File: config.mk
export PLATFORM = sky130hd
export DESIGN_NAME = tga_rle_pixel_decoder_core
export DESIGN_NICKNAME = d
export VERILOG_FILES = /design/src/rtl/tgarle_pkg.sv /design/src/rtl/tgarle_cfg.sv /design/src/rtl/tgarle_step.sv /design/src/rtl/tga_rle_pixel_decoder_core.sv
export VERILOG_INCLUDE_DIRS = /design/src /design/src/rtl
export SDC_FILE = /design/constraint.sdc
export NUM_CORES = 1
export LEC_CHECK = 0
export BUFFER_PORTS_ARGS = -buffer_cell sky130_fd_sc_hd__buf_2
export CAP_MARGIN = 0
export CELL_PAD_IN_SITES_DETAIL_PLACEMENT = 0
export CELL_PAD_IN_SITES_GLOBAL_PLACEMENT = 1
export CORE_AREA = 2 2 203 205
export DETAILED_ROUTE_END_ITERATION = 7
export DIE_AREA = 0 0 205 207
export PLACE_DENSITY = 0.73
export SYNTH_ARGS = -nofsm -noshare
export SYNTH_HDL_FRONTEND = slang
export SYNTH_SLANG_ARGS = --single-unit
File: constraint.sdc
create_clock -name clk -period 22.9 [get_ports clk]
set_clock_uncertainty 0.15 [all_clocks]
set_input_delay 0 -clock clk [delete_from_list [all_inputs] [get_ports clk]]
set_output_delay 0 -clock clk [all_outputs]
set_load 0.005 [all_outputs]
File: src/rtl/tga_rle_pixel_decoder_core_defines.svh
// Assertion macros shared by the decoder RTL.
// Each macro expects signals named clk and rst_n in the using scope.
`ifndef TGA_RLE_PIXEL_DECODER_CORE_DEFINES_SVH
`define TGA_RLE_PIXEL_DECODER_CORE_DEFINES_SVH

// Same-cycle implication, checked on every rising edge outside reset.
`define TGARLE_ASSERT_NOW(label, cond, conseq, msg) \
    label: assert property (@(posedge clk) disable iff (!rst_n) (cond) |-> (conseq)) \
        else $error(msg);

// Next-cycle implication, checked on every rising edge outside reset.
`define TGARLE_ASSERT_NEXT(label, cond, conseq, msg) \
    label: assert property (@(posedge clk) disable iff (!rst_n) (cond) |=> (conseq)) \
        else $error(msg);

`endif

File: src/rtl/tgarle_pkg.sv
package tgarle_pkg;

    // Configuration register indexes.
    localparam logic [1:0] REG_BYTES_PER_PIXEL = 2'd0;
    localparam logic [1:0] REG_RLE_MODE        = 2'd1;
    localparam logic [1:0] REG_IMAGE_WIDTH     = 2'd2;
    localparam logic [1:0] REG_IMAGE_HEIGHT    = 2'd3;

    localparam int CFG_DATA_W = 16;

    // Decoded configuration handed to the byte stepper.
    typedef struct packed {
        logic [1:0]  bpp_m1;      // effective bytes per pixel minus one
        logic        rle;         // stream is run-length packets
        logic [31:0] total;       // pixels in one image
    } cfg_t;

    // One decoded result.
    typedef struct packed {
        logic [31:0] pixel_value;
        logic [7:0]  repeat_count;
        logic        last_of_image;
    } result_t;

endpackage

File: src/rtl/tgarle_cfg.sv
module tgarle_cfg
(
    input  logic                                 clk,
    input  logic                                 rst_n,
    input  logic                                 cfg_write,
    input  logic [1:0]                           cfg_index,
    input  logic [tgarle_pkg::CFG_DATA_W-1:0]    cfg_data,
    output tgarle_pkg::cfg_t                     cfg
);
    import tgarle_pkg::*;

    logic [2:0]  bpp_reg;
    logic        rle_reg;
    logic [15:0] width_reg;
    logic [15:0] height_reg;
    logic [31:0] total_reg;
    logic [31:0] total_next;
    logic [15:0] eff_width;
    logic [15:0] eff_height;
    logic [1:0]  bpp_m1;

    always_ff @(posedge clk or negedge rst_n)
    begin
        if (!rst_n)
        begin
            bpp_reg    <= 3'd4;
            rle_reg    <= 1'b1;
            width_reg  <= 16'd1;
            height_reg <= 16'd1;
        end
        else if (cfg_write)
        begin
            case (cfg_index)
                REG_BYTES_PER_PIXEL: bpp_reg    <= cfg_data[2:0];
                REG_RLE_MODE:        rle_reg    <= cfg_data[0];
                REG_IMAGE_WIDTH:     width_reg  <= cfg_data[15:0];
                REG_IMAGE_HEIGHT:    height_reg <= cfg_data[15:0];
                default:             bpp_reg    <= bpp_reg;
            endcase
        end
    end

    // A zero dimension counts as one.
    assign eff_width  = (width_reg  == 16'd0) ? 16'd1 : width_reg;
    assign eff_height = (height_reg == 16'd0) ? 16'd1 : height_reg;
    assign total_next = 32'(eff_width) * 32'(eff_height);

    // The image size is registered behind the dimension registers; the first byte
    // after a write also passes the byte register before it reaches the stepper.
    always_ff @(posedge clk or negedge rst_n)
    begin
        if (!rst_n)
            total_reg <= 32'd1;
        else
            total_reg <= total_next;
    end

    // A depth of zero acts as one byte, depths above four act as four.
    always_comb
    begin
        case (bpp_reg)
            3'd0, 3'd1: bpp_m1 = 2'd0;
            3'd2:       bpp_m1 = 2'd1;
            3'd3:       bpp_m1 = 2'd2;
            default:    bpp_m1 = 2'd3;
        endcase
    end

    assign cfg.bpp_m1 = bpp_m1;
    assign cfg.rle    = rle_reg;
    assign cfg.total  = total_reg;

endmodule

File: src/rtl/tgarle_step.sv
module tgarle_step
(
    input  logic                   clk,
    input  logic                   rst_n,
    input  logic                   restart,
    input  logic                   fire,
    input  logic [7:0]             data_in,
    input  tgarle_pkg::cfg_t       cfg,
    output logic                   has_result,
    output tgarle_pkg::result_t    result
);
    import tgarle_pkg::*;

    logic        awaiting_reg,  awaiting_next;
    logic        is_run_reg,    is_run_next;
    logic [7:0]  pkt_left_reg,  pkt_left_next;
    logic [1:0]  pos_reg,       pos_next;
    logic [23:0] partial_reg,   partial_next;
    // Zero means a fresh image: the full pixel count applies.
    logic [31:0] img_left_reg,  img_left_next;

    logic [31:0] img_left;
    logic [7:0]  count;
    logic [31:0] pix_raw;
    logic [31:0] pix;
    logic [7:0]  repeat_raw;
    logic [7:0]  repeat_val;
    logic [31:0] img_after;

    assign img_left = (img_left_reg == 32'd0) ? cfg.total : img_left_reg;

    always_comb
    begin
        awaiting_next = awaiting_reg;
        is_run_next   = is_run_reg;
        pkt_left_next = pkt_left_reg;
        pos_next      = pos_reg;
        partial_next  = partial_reg;
        img_left_next = img_left_reg;
        has_result    = 1'b0;
        count         = {1'b0, data_in[6:0]} + 8'd1;
        pix_raw       = {8'd0, partial_reg} | (32'(data_in) << {pos_reg, 3'b000});
        pix           = pix_raw;
        repeat_raw    = 8'd1;
        repeat_val    = 8'd1;
        img_after     = img_left;

        if (cfg.rle && awaiting_reg)
        begin
            // Packet header: the count never runs past the end of the image.
            if (32'(count) > img_left)
                count = img_left[7:0];
            is_run_next   = data_in[7];
            pkt_left_next = count;
            awaiting_next = 1'b0;
            pos_next      = 2'd0;
            partial_next  = 24'd0;
        end
        else if (pos_reg < cfg.bpp_m1)
        begin
            pos_next     = pos_reg + 2'd1;
            partial_next = pix_raw[23:0];
        end
        else
        begin
            // Three- and four-byte pixels arrive blue first.
            if (cfg.bpp_m1 >= 2'd2)
                pix = {pix_raw[31:24], pix_raw[7:0], pix_raw[15:8], pix_raw[23:16]};
            pos_next     = 2'd0;
            partial_next = 24'd0;
            if (cfg.rle && is_run_reg)
            begin
                repeat_raw    = (pkt_left_reg == 8'd0) ? 8'd1 : pkt_left_reg;
                pkt_left_next = 8'd0;
            end
            else
            begin
                repeat_raw = 8'd1;
                if (pkt_left_reg != 8'd0)
                    pkt_left_next = pkt_left_reg - 8'd1;
            end
            repeat_val = (32'(repeat_raw) > img_left) ? img_left[7:0] : repeat_raw;
            img_after  = img_left - 32'(repeat_val);
            if (cfg.rle && pkt_left_next == 8'd0)
                awaiting_next = 1'b1;
            has_result    = 1'b1;
            img_left_next = img_after;
            if (img_after == 32'd0)
            begin
                awaiting_next = 1'b1;
                is_run_next   = 1'b0;
                pkt_left_next = 8'd0;
            end
        end
    end

    assign result.pixel_value   = pix;
    assign result.repeat_count  = repeat_val;
    assign result.last_of_image = (img_after == 32'd0);

    always_ff @(posedge clk or negedge rst_n)
    begin
        if (!rst_n)
        begin
            awaiting_reg <= 1'b1;
            is_run_reg   <= 1'b0;
            pkt_left_reg <= 8'd0;
            pos_reg      <= 2'd0;
            partial_reg  <= 24'd0;
            img_left_reg <= 32'd0;
        end
        else if (restart)
        begin
            awaiting_reg <= 1'b1;
            is_run_reg   <= 1'b0;
            pkt_left_reg <= 8'd0;
            pos_reg      <= 2'd0;
            partial_reg  <= 24'd0;
            img_left_reg <= 32'd0;
        end
        else if (fire)
        begin
            awaiting_reg <= awaiting_next;
            is_run_reg   <= is_run_next;
            pkt_left_reg <= pkt_left_next;
            pos_reg      <= pos_next;
            partial_reg  <= partial_next;
            img_left_reg <= img_left_next;
        end
    end

endmodule

File: src/rtl/tga_rle_pixel_decoder_core.sv
// Channel   Direction  Handshake                  Payload
// byte      in         byte_valid / byte_stall    data_byte
// pixel     out        pixel_valid / pixel_stall  pixel_value, repeat_count, last_of_image
// cfg       in         cfg_write                  cfg_index, cfg_data
//
// One byte is taken per cycle while byte_stall is low. An accepted byte sits in
// the byte register while the decode logic works on it, and its pixel is
// written to the pixel register when the decoder advances.
// The decode step carries its packet and pixel state from one byte to the next
// combinationally, which is what sets the one-byte-per-cycle rate.
// Reset is asynchronous and active low and leaves the block at the start of an
// image with four bytes per pixel, RLE mode and a one by one image.
// A stall on the pixel side holds the byte register once the pixel register is
// full and not being taken; byte_stall follows pixel_stall within that cycle.
// Any register write restarts decoding at the start of a new image.
`include "tga_rle_pixel_decoder_core_defines.svh"

module tga_rle_pixel_decoder_core
(
    input  logic                                 clk,
    input  logic                                 rst_n,
    input  logic                                 cfg_write,
    input  logic [1:0]                           cfg_index,
    input  logic [tgarle_pkg::CFG_DATA_W-1:0]    cfg_data,
    input  logic                                 byte_valid,
    output logic                                 byte_stall,
    input  logic [7:0]                           data_byte,
    output logic                                 pixel_valid,
    input  logic                                 pixel_stall,
    output logic [31:0]                          pixel_value,
    output logic [7:0]                           repeat_count,
    output logic                                 last_of_image
);
    import tgarle_pkg::*;

    cfg_t        cfg;
    result_t     step_result;
    logic        step_has_result;

    // Byte register: holds one accepted request until the decoder takes it.
    logic        in_valid_reg, in_valid_next;
    logic [7:0]  in_byte_reg;

    // Pixel register: holds one finished result until downstream takes it.
    logic        out_valid_reg, out_valid_next;
    result_t     out_reg;

    logic        advance;

    tgarle_cfg u_cfg
    (
        .clk       (clk),
        .rst_n     (rst_n),
        .cfg_write (cfg_write),
        .cfg_index (cfg_index),
        .cfg_data  (cfg_data),
        .cfg       (cfg)
    );

    // The decoder may step whenever the pixel register is empty or is being
    // emptied in this cycle, so a result being taken does not block the next byte.
    assign advance    = in_valid_reg && (!out_valid_reg || !pixel_stall);
    assign byte_stall = in_valid_reg && !advance;

    tgarle_step u_step
    (
        .clk        (clk),
        .rst_n      (rst_n),
        .restart    (cfg_write),
        .fire       (advance),
        .data_in    (in_byte_reg),
        .cfg        (cfg),
        .has_result (step_has_result),
        .result     (step_result)
    );

    assign in_valid_next  = byte_stall ? in_valid_reg : byte_valid;
    assign out_valid_next = (advance && step_has_result) ||
                            (out_valid_reg && pixel_stall);

    always_ff @(posedge clk or negedge rst_n)
    begin
        if (!rst_n)
        begin
            in_valid_reg  <= 1'b0;
            out_valid_reg <= 1'b0;
        end
        else
        begin
            in_valid_reg  <= in_valid_next;
            out_valid_reg <= out_valid_next;
        end
    end

    always_ff @(posedge clk)
    begin
        if (byte_valid && !byte_stall)
            in_byte_reg <= data_byte;
        if (advance && step_has_result)
            out_reg <= step_result;
    end

    assign pixel_valid   = out_valid_reg;
    assign pixel_value   = out_reg.pixel_value;
    assign repeat_count  = out_reg.repeat_count;
    assign last_of_image = out_reg.last_of_image;

    // The input side only waits while a byte is actually held.
    `TGARLE_ASSERT_NOW(a_stall_only_when_held, byte_stall, in_valid_reg,
        "byte_stall raised with an empty byte register")
    // A decoded pixel always lands in the pixel register.
    `TGARLE_ASSERT_NEXT(a_result_lands, advance && step_has_result, out_valid_reg,
        "decoded pixel did not reach the pixel register")
    // A repeat count is never zero.
    `TGARLE_ASSERT_NOW(a_repeat_nonzero, pixel_valid, repeat_count != 8'd0,
        "pixel delivered with a zero repeat count")
    // Repeats above one only come from run packets.
    `TGARLE_ASSERT_NOW(a_repeat_needs_rle, pixel_valid && repeat_count != 8'd1, cfg.rle,
        "repeat count above one outside RLE mode")

endmodule

Word level (Yosys, flattened, before mapping)

Cells that the tools add are included.
W data, S select, Z words.

Bits in registers: 187
Logic and storage cells: 123
Input port bits: 31
Output and inout bits: 43

Mux-type cells: 49
Equality and inequality tests: 9
Bitwise gates (word level): 1
Add/sub/neg operators: 4
Multipliers: 1
Shifts and indexed selects: 1
$lt $le $gt $ge: 4
Reductions and logical operators: 37

Operators by type and width:

| kind                  | count |
|---|---|
| $mux W32              | 7 |
| $mux W24              | 7 |
| $mux W8               | 15 |
| $logic_not A32 Y1     | 3 |
| $gt A8 B32 Y1         | 2 |
| $logic_not A16 Y1     | 2 |
| $mul A16 B16 Y32      | 1 |
| $mux W16              | 2 |
| $or A24 B32 Y32       | 1 |
| $shl A8 B5 Y32        | 1 |
| $sub A32 B8 Y32       | 1 |
| $logic_not A8 Y1      | 2 |
| $mux W1               | 13 |
| $reduce_and A2 Y1     | 5 |
| $reduce_and A3 Y1     | 3 |
| $add A7 B1 Y8 const B | 1 |
| $logic_and A1 B1 Y1   | 8 |
| $mux W2               | 4 |
| $reduce_bool A8 Y1    | 1 |
| $sub A8 B1 Y8 const B | 1 |
| $eq A3 B2 Y1 const B  | 2 |
| $pmux W2 S3           | 1 |
| $eq A2 B2 Y1 const B  | 2 |
| $logic_not A1 Y1      | 4 |
| 14 further kinds      | 17 |

Longest topological paths before layout

Gate-level depths: netlist of the first run.

Depth after elaboration: 15
Depth in mapped cells: 31
Gate-level depth less buffers: 29

Cells and area by module

Synthesis of the first run repeated with hierarchy kept, for this count alone.

Cell total of the unflattened synthesis: 2,023
Area total of the unflattened synthesis: 18,690.4 um^2

Modules (own cells, without submodules):

| module                     | cells each | instances | area an instance (um^2) |
|---|---|---|---|
| tgarle_cfg                 | 1,136      | 1         | 10,849.2 |
| tgarle_step                | 827        | 1         | 6,271.0 |
| tga_rle_pixel_decoder_core | 60         | 1         | 1,570.3 |

Worst setup path after synthesis of the first run

OpenSTA, ideal clock, no wires.

Path kind: reg-to-reg
From: reg u_step.img_left_reg[9]
To: reg u_step.pkt_left_reg[3]
Data required time: 22.626 ns
Clock period less this slack: 7.809 ns
Library setup time: 0.124 ns
Cell stages (with the launch flop): 30
Path slack: 15.091 ns
Data arrival time: 7.535 ns
Cells stage by stage: dfrtp_1 -> or4_1 -> buf_2 -> or4_1 -> buf_2 -> nor3_1 -> clkbuf_1 -> buf_1 -> a21oi_1 -> ha_1 -> nor2b_1 -> o21ai_0 -> nand2b_1 -> a21oi_1 -> o21ai_0 -> o211ai_1 -> clkbuf_1 -> a21oi_1 -> fa_1 -> a211oi_1 -> o21bai_1 -> a211oi_1 -> o311a_1 -> mux2_2 -> a31oi_1 -> o2111ai_1 -> nor4_1 -> and4_4 -> nor4_1 -> a211o_1

Cells in the longest elaborated chain, start to end: 11

Ends and longest elaborated chain:

| item                   | RTL line           | RTL |
|---|---|---|
| start, declared        | tgarle_step.sv:20  | `logic [31:0] img_left_reg, img_left_next;` |
| start signal, assigned | tgarle_step.sv:128 | `img_left_reg <= img_left_next;` |
| $logic_not A32 Y1      | tgarle_step.sv:30  | `assign img_left = (img_left_reg == 32'd0) ? cfg.total : img_left_reg;` |
| $mux W32 *             | tgarle_step.sv:30  |  |
| $gt A8 B32 Y1          | tgarle_step.sv:82  | `repeat_val = (32'(repeat_raw) > img_left) ? img_left[7:0] : repeat_raw;` |
| $mux W8                | tgarle_step.sv:82  |  |
| $sub A32 B8 Y32        | tgarle_step.sv:83  | `img_after = img_left - 32'(repeat_val);` |
| $logic_not A32 Y1      | tgarle_step.sv:88  | `if (img_after == 32'd0)` |
| $mux W8                | tgarle_step.sv:88  |  |
| $mux W8                | tgarle_step.sv:59  | `else if (pos_reg < cfg.bpp_m1)` |
| $mux W8 *              | tgarle_step.sv:48  | `if (cfg.rle && awaiting_reg)` |
| $mux W8 *              | tgarle_step.sv:121 | `else if (fire)` |
| $mux W8 *              | tgarle_step.sv:112 | `else if (restart)` |
| end signal, assigned   | tgarle_step.sv:125 | `pkt_left_reg <= pkt_left_next;` |
| end, declared          | tgarle_step.sv:16  | `logic [7:0] pkt_left_reg, pkt_left_next;` |

Mark *: on every way between the ends. The rest lies on a longest branch, timed or not. The select of a mux whose other input is x is not followed.
A chain may end at the register's enable or synchronous reset.

Final worst setup path of the first run

From: reg u_step.img_left_reg[27]
To: reg u_step.pkt_left_reg[7]

The elaborated chain is that of the path after synthesis.

==> results.ini, run 1 <==
[global_route]
grt_pass1_vias=14490
grt_antenna_before_repair=0
grtUsageTotal_pct=23.74
grt_max_degree=70
grt-ovfl-total=0
grt_pass1_wl_um=78610

[cts]
cts.sinks=187
cts_tree=yes
ctsResizeCount=0
cts-root-buf=clkbuf_16
htreeDepth=4
cts_buffers=17
clk_latency_ns=0.47
path_clk_slew_ns=0.08
clock_path_buffers=2
cts_setup_buffers=0

[hold_path]
hold_path.class=in2reg
worstHoldPathCells=2

[placed_design]
post_dp_cell_area_mm2=0.01876
hpwl_um=35760
port_buffers=73
gp_congestion=0.9391

[floorplan]
fp.dieW_um=205
rows=74
core_mm2=0.04037
die_area_mm2=0.04244
pin_count=74
start_util_pct=44.55
chipHeight_um=207

[critical_path]
required_ns=23.09
worstPathArrival_ns=9.22
startpoint_type=register
rrSetupSlack_ns=13.87
max_stage_delay_ns=0.71
criticalPathCategory=reg2reg
crit_slowest_cell=a211oi_1
cp-end-kind=register
rr_worst_depth=28
critPathMaxFanout=18

[cells_and_area]
synthToLayoutAreaGrowth_pct=9.378
n_fill_cell=3858
design_area_mm2=0.01967
antenna_cells=0
nNetsFinal=2304
layout-drive-gt1-share_pct=9.198

[logic_synthesis]
synth.mux.area_fraction_pct=2.887
yosys.area.top_type=fa_1
synth_area_leaders=fa_1, dfrtp_1, ha_1, edfxtp_1, inv_1
synth-seq-cells=187
synth-edff-count=49
syn_inst=1906
synth_compound_gate_area_share_pct=11.05
ys_seq_area_share_pct=27.42
ys_types=73
synthAdderAreaFrac_pct=30.96
synth.net_count=2265
syn-cell-area_mm2=0.01798
synth_xor_area_share_pct=2.532
yosysTopAreaCellShare_pct=21.71
synth_ff_type=dfrtp_1
synth_top_family_by_area=adder cells
synth_async_sr_flop_share_pct=73.80
ys.warnings.count=0
synth-simple-area-share_pct=17.73
syn_avg_cell_area_um2=9.436

[timing]
finalCriticalPeriod_ns=9.032
setup_violations=0
tightest_slew_ns=1.186
maxSlewHeadroom_pct=20.84
period_share_pct=39.44
hold_violations=0
max_freq_ghz=0.1107
fin_setup_tns_ns=0
rsz0062_at_grt=no
drv_slew=0

[route]
vias=13860
postRouteAntennaNets=0
totalWireLength_um=48630
drtIter0Drc=930
dr.pass1.iters=5
drc=0
wl_per_cell_um=19.54
via_per_inst=5.566

[status]
status=completed

[flow_run]
drv_cap=0

[cells in the mapped netlist (all sizes together) (11+ instances only)]
library cell	n
a211oi	15
a21o	34
a21oi	110
a221o	17
a31oi	11
and2	87
and3	24
clkbuf	92
dfrtp	132
edfxtp	49
fa	195
ha	133
inv	255
mux2	39
nand2	208
nand2b	13
nand3	24
nor2	131
nor2b	41
nor3	35
nor4	29
o21ai	33
or3	13
xnor2	36
xor2	16
[cell type report]
cell class | instances | area [um2] | share of cell area, %
clock inverter | 14 | 150.1 | 0.7633
sequential | 187 | 4932 | 25.07
timing repair buffer | 119 | 809.5 | 4.115
multi-input combinational | 1365 | 11730 | 59.64
clock buffer | 17 | 425.4 | 2.163
tap | 532 | 665.6 | 3.384
inverter | 255 | 957.2 | 4.866
[cells in the final DEF (no fill, tap or decap), types with 5 or more instances in the layout]
master / n
nor4_1: 27
or3_1: 13
o31ai_1: 5
xnor2_1: 36
ha_1: 133
o41ai_1: 8
a21oi_1: 109
xor2_1: 16
nor4b_1: 6
a31oi_1: 11
dfstp_2: 6
and3_1: 24
o21bai_1: 7
clkbuf_16: 17
a211o_1: 5
fa_1: 195
mux2i_1: 8
nand2_1: 208
and2_1: 87
nor2b_1: 41
o21a_1: 5
edfxtp_1: 49
mux2_2: 39
nor3_1: 33
buf_4: 13
buf_2: 72
nand3_1: 24
dfrtp_1: 132
a211oi_1: 15
dlygate4sd3_1: 32
inv_1: 254
nand2b_1: 13
o211ai_1: 7
nand4_1: 9
nand3b_1: 5
a21o_1: 34
nor2_1: 130
a221o_1: 17
o21ai_0: 31
[path summary, 6_finish.rpt]
path | startpoint | to
min in group asynchronous | rst_n | u_step.pkt_left_reg[6]
setup reg to reg | u_step.img_left_reg[27] | u_step.pkt_left_reg[7]
hold / removal | cfg_write | u_step.img_left_reg[5]
setup / recovery | u_step.img_left_reg[27] | u_step.pkt_left_reg[7]
hold reg to reg | u_step.awaiting_reg | u_step.awaiting_reg
max in group asynchronous | rst_n | u_cfg.width_reg[12]
[metrics by stage]
step	instances	worst slack [ns]	utilization (%)	hold slack, ns
after detailed placement	2425	14.00	46.46	-0.08150
after global placement	2425	14.25	46.46	-0.08718
after floorplan	1906	15.09	-	-0.4456
after global routing	2489	13.12	48.73	0.06573
final	2489	13.87	48.73	0.02445
after CTS	2489	13.95	48.73	0.01261
[timing repair]
action / in CTS / in global routing
hold endpoints to repair: 125 / 0
setup endpoints to repair: 0 / 0
hold buffers: 33 / 0
[cells by family after synthesis]
logic type / after synthesis
and+or+nand+nor: 643
buffers and inverters: 354
xor gates and xnor gates: 52
DFF: 187
muxes: 47
AOI/OAI and AO/OA: 295
adders and majority gates: 328
[layer usage]
| metal | wire length, um | GRT usage, % |
|---|---|---|
| met1 | 20620 | 30.61 |
| met2 | 23880 | 39.71 |
| met3 | 2506 | 4.122 |
| met4 | 1627 | 9.154 |
| met5 | 0 | 0 |
[critical path: cells and delay by family, from the launching register on]
family | cells | cell delay (ns)
AO/OA/AOI/OAI | 13 | 3.49
AND/OR/NAND/NOR | 8 | 2.80
adder cells (fa/ha/maj) | 3 | 0.97
multiplexers | 2 | 0.73
flip-flops | 1 | 0.42
buffers and inverters | 2 | 0.33
Power of run 1 is left out: the tool's default activity adds up to more than one toggle a clock period on the data nets, which glitch-free logic cannot reach.
==> inputs of run 2 (changes only) <==
- ABC_AREA: unset -> 1
- CORE_AREA: 2 2 203 205 -> 2 2 206 208
- DIE_AREA: 0 0 205 207 -> 0 0 208 210
- PLACE_DENSITY: 0.73 -> 0.74
- clock period: 22.9 -> 9.3 ns (I/O delays scaled with it)
==> results.ini, run 2 <==
[global_route]
grt-ovfl-total=0  ; unchanged
grt_pass1_vias=15650  ; +8.0%
grtUsageTotal_pct=24.10  ; +0.36 points
grt_max_degree=73  ; +4.3%
grt_pass1_wl_um=82500  ; +5.0%
grt_antenna_before_repair=0  ; unchanged

[logic_synthesis]
synth.net_count=2675  ; +18%
synth_async_sr_flop_share_pct=73.80  ; unchanged
yosys-top-cells-count=nand2_1, inv_1, fa_1
synth-edff-count=49  ; unchanged
ys_seq_area_share_pct=26.83  ; -0.60 points
ys.warnings.count=0  ; unchanged
yosys.area.top_type=fa_1
ys_types=49  ; -33%
synth_area_leaders=fa_1, dfrtp_1, nand2_1, inv_1, ha_1
synth_ff_type=dfrtp_1
syn_avg_cell_area_um2=7.939  ; -16%
yosysTopAreaCellShare_pct=21.23  ; -0.47 points
syn-cell-area_mm2=0.01839  ; +2.2%
synth-seq-cells=187  ; unchanged
yosys.cell_count.top_type=nand2_1
syn_inst=2316  ; +22%

[cts]
cts.sinks=187  ; unchanged
cts-root-buf=clkbuf_16
htreeDepth=4  ; unchanged
cts_buffers=17  ; unchanged
path_clk_slew_ns=0.08  ; about the same
cts_tree=yes
clk_latency_ns=0.49  ; +0.02 ns
ctsResizeCount=0  ; unchanged
clock_path_buffers=2  ; unchanged
cts_setup_buffers=0  ; unchanged

[hold_path]
worstHoldPathCells=2  ; unchanged
min_to=in_byte_reg[7]
hp-start=data_byte[7]
hold_path.class=in2reg

[cells_and_area]
n_fill_cell=4092  ; +6.1%
instances_no_fill=2908  ; +17%
nNetsFinal=2715  ; +18%
synthToLayoutAreaGrowth_pct=9.180
mostFrequentLayoutCell=nand2_1
most-common-layout-cells=nand2_1, inv_1, fa_1
antenna_cells=0  ; unchanged
layout-drive-gt1-share_pct=8.062  ; -1.1 points

[critical_path]
criticalPathCategory=reg2reg
cp-end-kind=register
critPathMaxFanout=18  ; unchanged
crit-reg2reg-launch=u_cfg.width_reg[10]
worstPathArrival_ns=7.24  ; -1.98 ns
rrSetupSlack_ns=2.26  ; -11.61 ns
startpoint_type=register
rr_endpoint=u_cfg.total_reg[28]
required_ns=9.50  ; -13.59 ns
rr_worst_depth=27  ; -3.6%

[timing]
hold_violations=0  ; unchanged
rsz0062_at_grt=no
drv_slew=0  ; unchanged
period_share_pct=75.69  ; +36 points
setup_violations=0  ; unchanged
tightest_slew_ns=1.037  ; -0.1487 ns
timing.final.ws_setup_ns=2.261  ; -11.61 ns
finalCriticalPeriod_ns=7.039  ; -1.993 ns
fin_setup_tns_ns=0  ; unchanged
max_freq_ghz=0.1421  ; +28%
maxSlewHeadroom_pct=30.77  ; +9.9 points

[flow_run]
drv_cap=0  ; unchanged

[floorplan]
rows=75  ; +1.4%
fp.dieW_um=208  ; +1.5%
core_mm2=0.04148  ; +2.7%
start_util_pct=44.33  ; -0.22 points
die_area_mm2=0.04368  ; +2.9%
pin_count=74  ; unchanged
chipHeight_um=210  ; +1.4%

[route]
vias=14940  ; +7.8%
via_per_inst=5.138  ; -7.7%
drc=0  ; unchanged
drtIter0Drc=902  ; -3.0%
totalWireLength_um=50120  ; +3.1%
postRouteAntennaNets=0  ; unchanged
dr.pass1.iters=5  ; unchanged
wl_per_cell_um=17.24  ; -12%

[placed_design]
post-place-ws_ns=2.327  ; -11.68 ns
hpwl_um=38150  ; +6.7%
port_buffers=73  ; unchanged
gp_congestion=0.9088  ; -3.2%
place_inst=2840  ; +17%

[status]
status=completed

## run 2: logic make-up after synthesis
logic type	synth area share (%)
AO/OA/AOI/OAI	7.601
XOR/XNOR	2.089
adder cells (fa/ha/maj)	30.28
buffers and inverters	12.13
flip-flops	26.83
AND/OR/NAND/NOR	21.07
## run 2: worst max-delay path: stages (launching register included)
cell	delay, ns
dfrtp_1	0.92
nor4_1	0.15
nand4_1	0.14
nand2_1	0.18
inv_1	0.43
nor2_1	0.11
fa_1	0.37
inv_1	0.07
fa_1	0.40
inv_1	0.07
ha_1	0.23
fa_1	0.48
inv_1	0.05
fa_1	0.47
inv_1	0.04
fa_1	0.44
ha_1	0.35
a21oi_1	0.15
o21ai_0	0.10
a21oi_1	0.35
inv_1	0.08
nand2_1	0.07
nand2_1	0.07
a21boi_0	0.26
o21ai_0	0.22
a21oi_1	0.25
o21ai_0	0.13
xor2_1	0.15
## run 2: final cells by class
type / instances / area (um2) / area share (%)
inverters: 487 / 1828 / 9.106
flip-flops and latches: 187 / 4932 / 24.57
well taps: 539 / 674.4 / 3.360
repair buffers: 117 / 792.0 / 3.945
multi-input cells: 1546 / 11230 / 55.95
clock buffers: 18 / 450.4 / 2.244
clock inverters: 14 / 166.4 / 0.8290
## run 2: metal layers
| layer | share of wire [%] | global-route usage [%] | vias up |
|---|---|---|---|
| li1 | - | - | 7152 |
| met1 | 42 | 29.96 | 7322 |
| met2 | 51 | 43.14 | 381 |
| met3 | 3.8 | 2.861 | 86 |
| met4 | 3.0 | 8.877 | 0 |
| met5 | 0 | 0 | - |
## run 2: how the worst max path moves through the flow
stage / slack, ns / startpoint / to
after detailed placement: 2.33 / u_cfg.width_reg[10] / u_cfg.total_reg[28]
after global routing: 1.72 / u_cfg.width_reg[7] / u_cfg.total_reg[28]
final: 2.26 / u_cfg.width_reg[10] / u_cfg.total_reg[28]
after global placement: 2.42 / u_cfg.width_reg[7] / u_cfg.total_reg[28]
after CTS: 2.29 / u_cfg.width_reg[7] / u_cfg.total_reg[28]
after floorplan: 3.06 / u_cfg.height_reg[1] / u_cfg.total_reg[28]
## run 2: through the flow
| stage | utilization, % | hold slack, ns | instance area, um2 |
|---|---|---|---|
| finish | 48.40 | 0.08568 | 20070 |
| detailed placement | 46.04 | -0.03231 | 19100 |
| global placement | 46.04 | -0.03582 | 19100 |
| CTS | 48.40 | 0.03772 | 20070 |
| global route | 48.40 | 0.06890 | 20070 |
| floorplan | - | -0.4456 | 18390 |
## run 2: what timing repair did
action	4_1_cts	5_1_grt
setup endpoints to repair	0	0
hold endpoints to repair	158	0
hold buffers	36	0
Power of run 2 is left out for the same reason.
==> inputs of run 3 (changes only) <==
- CORE_AREA: 2 2 206 208 -> 2 2 208 210
- DIE_AREA: 0 0 208 210 -> 0 0 210 212
- PLACE_DENSITY: 0.74 -> 0.76
- clock period: 9.3 -> 6.4 ns (I/O delays scaled with it)
==> results.ini, run 3 (synthesis results as in run 2) <==
[route]
drtIter0Drc=782  ; -13%
wl_per_cell_um=16.76  ; -2.8%
totalWireLength_um=49930  ; -0.40%
via_per_inst=5.035  ; -2.0%
vias=15000  ; +0.39%
dr.pass1.iters=6  ; +1
drc=0  ; unchanged
postRouteAntennaNets=0  ; unchanged

[global_route]
grt-ovfl-total=0  ; unchanged
grt_pass1_wl_um=80970  ; -1.9%
grt_max_degree=68  ; -6.8%
grtUsageTotal_pct=23.65  ; -0.45 points
grt_pass1_vias=15480  ; -1.1%
grt_antenna_before_repair=1  ; +1

[timing]
period_share_pct=94.48  ; +19 points
setup_violations=0  ; unchanged
hold_violations=0  ; unchanged
rsz0062_at_grt=no
max_freq_ghz=0.1654  ; +16%
tightest_slew_ns=1.026  ; -0.01137 ns
hold-worst-slack_ns=0.06859  ; -0.01709 ns
finalCriticalPeriod_ns=6.047  ; -0.9922 ns
fin_setup_tns_ns=0  ; unchanged
maxSlewHeadroom_pct=31.53  ; +0.76 points
drv_slew=0  ; unchanged

[cts]
clk_latency_ns=0.49  ; about the same
path_clk_slew_ns=0.08  ; about the same
cts_tree=yes
htreeDepth=4  ; unchanged
cts_buffers=17  ; unchanged
cts.sinks=187  ; unchanged
cts-root-buf=clkbuf_16
clock_path_buffers=2  ; unchanged

[critical_path]
worstPathArrival_ns=6.26  ; -0.98 ns
rr_worst_depth=23  ; -15%
critPathMaxFanout=17  ; -1
rrSetupSlack_ns=0.35  ; -1.91 ns
cp-startpoint=u_cfg.width_reg[7]
crit-reg2reg-launch=u_cfg.width_reg[7]
required_ns=6.62  ; -2.88 ns
rr_endpoint=u_cfg.total_reg[28]
criticalPathCategory=reg2reg
crit_end=u_cfg.total_reg[28]
cp-end-kind=register
startpoint_type=register

[cells_and_area]
synthToLayoutAreaGrowth_pct=12.29
antenna_cells=0  ; unchanged
nNetsFinal=2779  ; +2.4%
mostFrequentLayoutCell=nand2_1
most-common-layout-cells=nand2_1, inv_1, fa_1
layout-drive-gt1-share_pct=10.93  ; +2.9 points
instances_no_fill=2979  ; +2.4%

[placed_design]
gp_congestion=0.9037  ; -0.56%
place_inst=2903  ; +2.2%
port_buffers=73  ; unchanged
hpwl_um=39830  ; +4.4%

[flow_run]
drv_cap=0  ; unchanged

[hold_path]
hold_path.class=in2reg
hp-start=data_byte[4]

[floorplan]
rows=76  ; +1.3%
pin_count=74  ; unchanged
core_mm2=0.04251  ; +2.5%
start_util_pct=43.26  ; -1.1 points
fp.dieW_um=210  ; +0.96%
chipHeight_um=212  ; +0.95%
die_area_mm2=0.04452  ; +1.9%

[status]
status=completed

==> run 3: changes by cell type in the layout (fill, tap and decap cells not counted), sizes merged <==
| cell | delta |
|---|---|
| buf | +59 |
| clkinv | -2 |
| clkinvlp | +2 |
| dlygate4sd3 | +5 |
==> run 3: routing by layer <==
metal,up-vias,GRT usage (%),share of wire (%)
li1,7300,-,-
met1,7284,29.03,42
met2,326,42.14,51
met3,90,3.146,3.8
met4,0,9.636,3.3
met5,-,0,0
==> run 3: how the worst min path moves through the flow <==
stage / endpoint / cells after the start / slack [ns]
after floorplan: in_valid_reg / 0 / -0.45
after global placement: u_step.img_left_reg[26] / 1 / -0.05
after detailed placement: u_step.img_left_reg[26] / 1 / -0.05
after CTS: in_byte_reg[5] / 2 / 0.04
after global routing: in_byte_reg[0] / 2 / 0.07
final: in_byte_reg[4] / 2 / 0.07
==> run 3: area by class of cell <==
class / instances / area, um2
inverters: 487 / 1832
fillers: 4209 / 21860
clock inverters: 14 / 163.9
well taps: 546 / 683.2
multi-input cells: 1546 / 11280
flip-flops and latches: 187 / 4936
repair buffers: 181 / 1310
clock buffers: 18 / 439.2
==> run 3: worst max-delay path, stage by stage, from the launching register on <==
cell      delay (ns)
dfrtp_1         0.35
buf_4           0.28
nand2_1         0.13
fa_1            0.54
inv_1           0.05
fa_1            0.47
inv_1           0.05
fa_1            0.50
fa_1            0.55
inv_1           0.05
fa_1            0.49
fa_1            0.41
ha_1            0.38
a21oi_1         0.21
o21ai_0         0.14
a21oi_2         0.17
inv_1           0.07
nand2_1         0.05
nand2_1         0.08
a21boi_2        0.16
o21ai_0         0.12
a21oi_1         0.25
o21ai_0         0.13
xor2_1          0.15
==> run 3: stage by stage <==
step / util (%) / cell area, um2 / setup slack [ns]
after floorplan: - / 18390 / 0.1606
after global routing: 48.57 / 20650 / 0.002641
after detailed placement: 45.97 / 19540 / 0.1679
after CTS: 48.40 / 20570 / 0.1369
final: 48.57 / 20650 / 0.3530
after global placement: 45.97 / 19540 / 0.2422
==> run 3: timing repair <==
action / 4_1_cts / 5_1_grt
setup endpoints to repair: 0 / 19
gates resized for setup: 0 / 23
buffers inserted: 0 / 2
hold buffers: 42 / 0
endpoints found under the hold margin: 148 / 0
Power of run 3 is left out for the same reason.
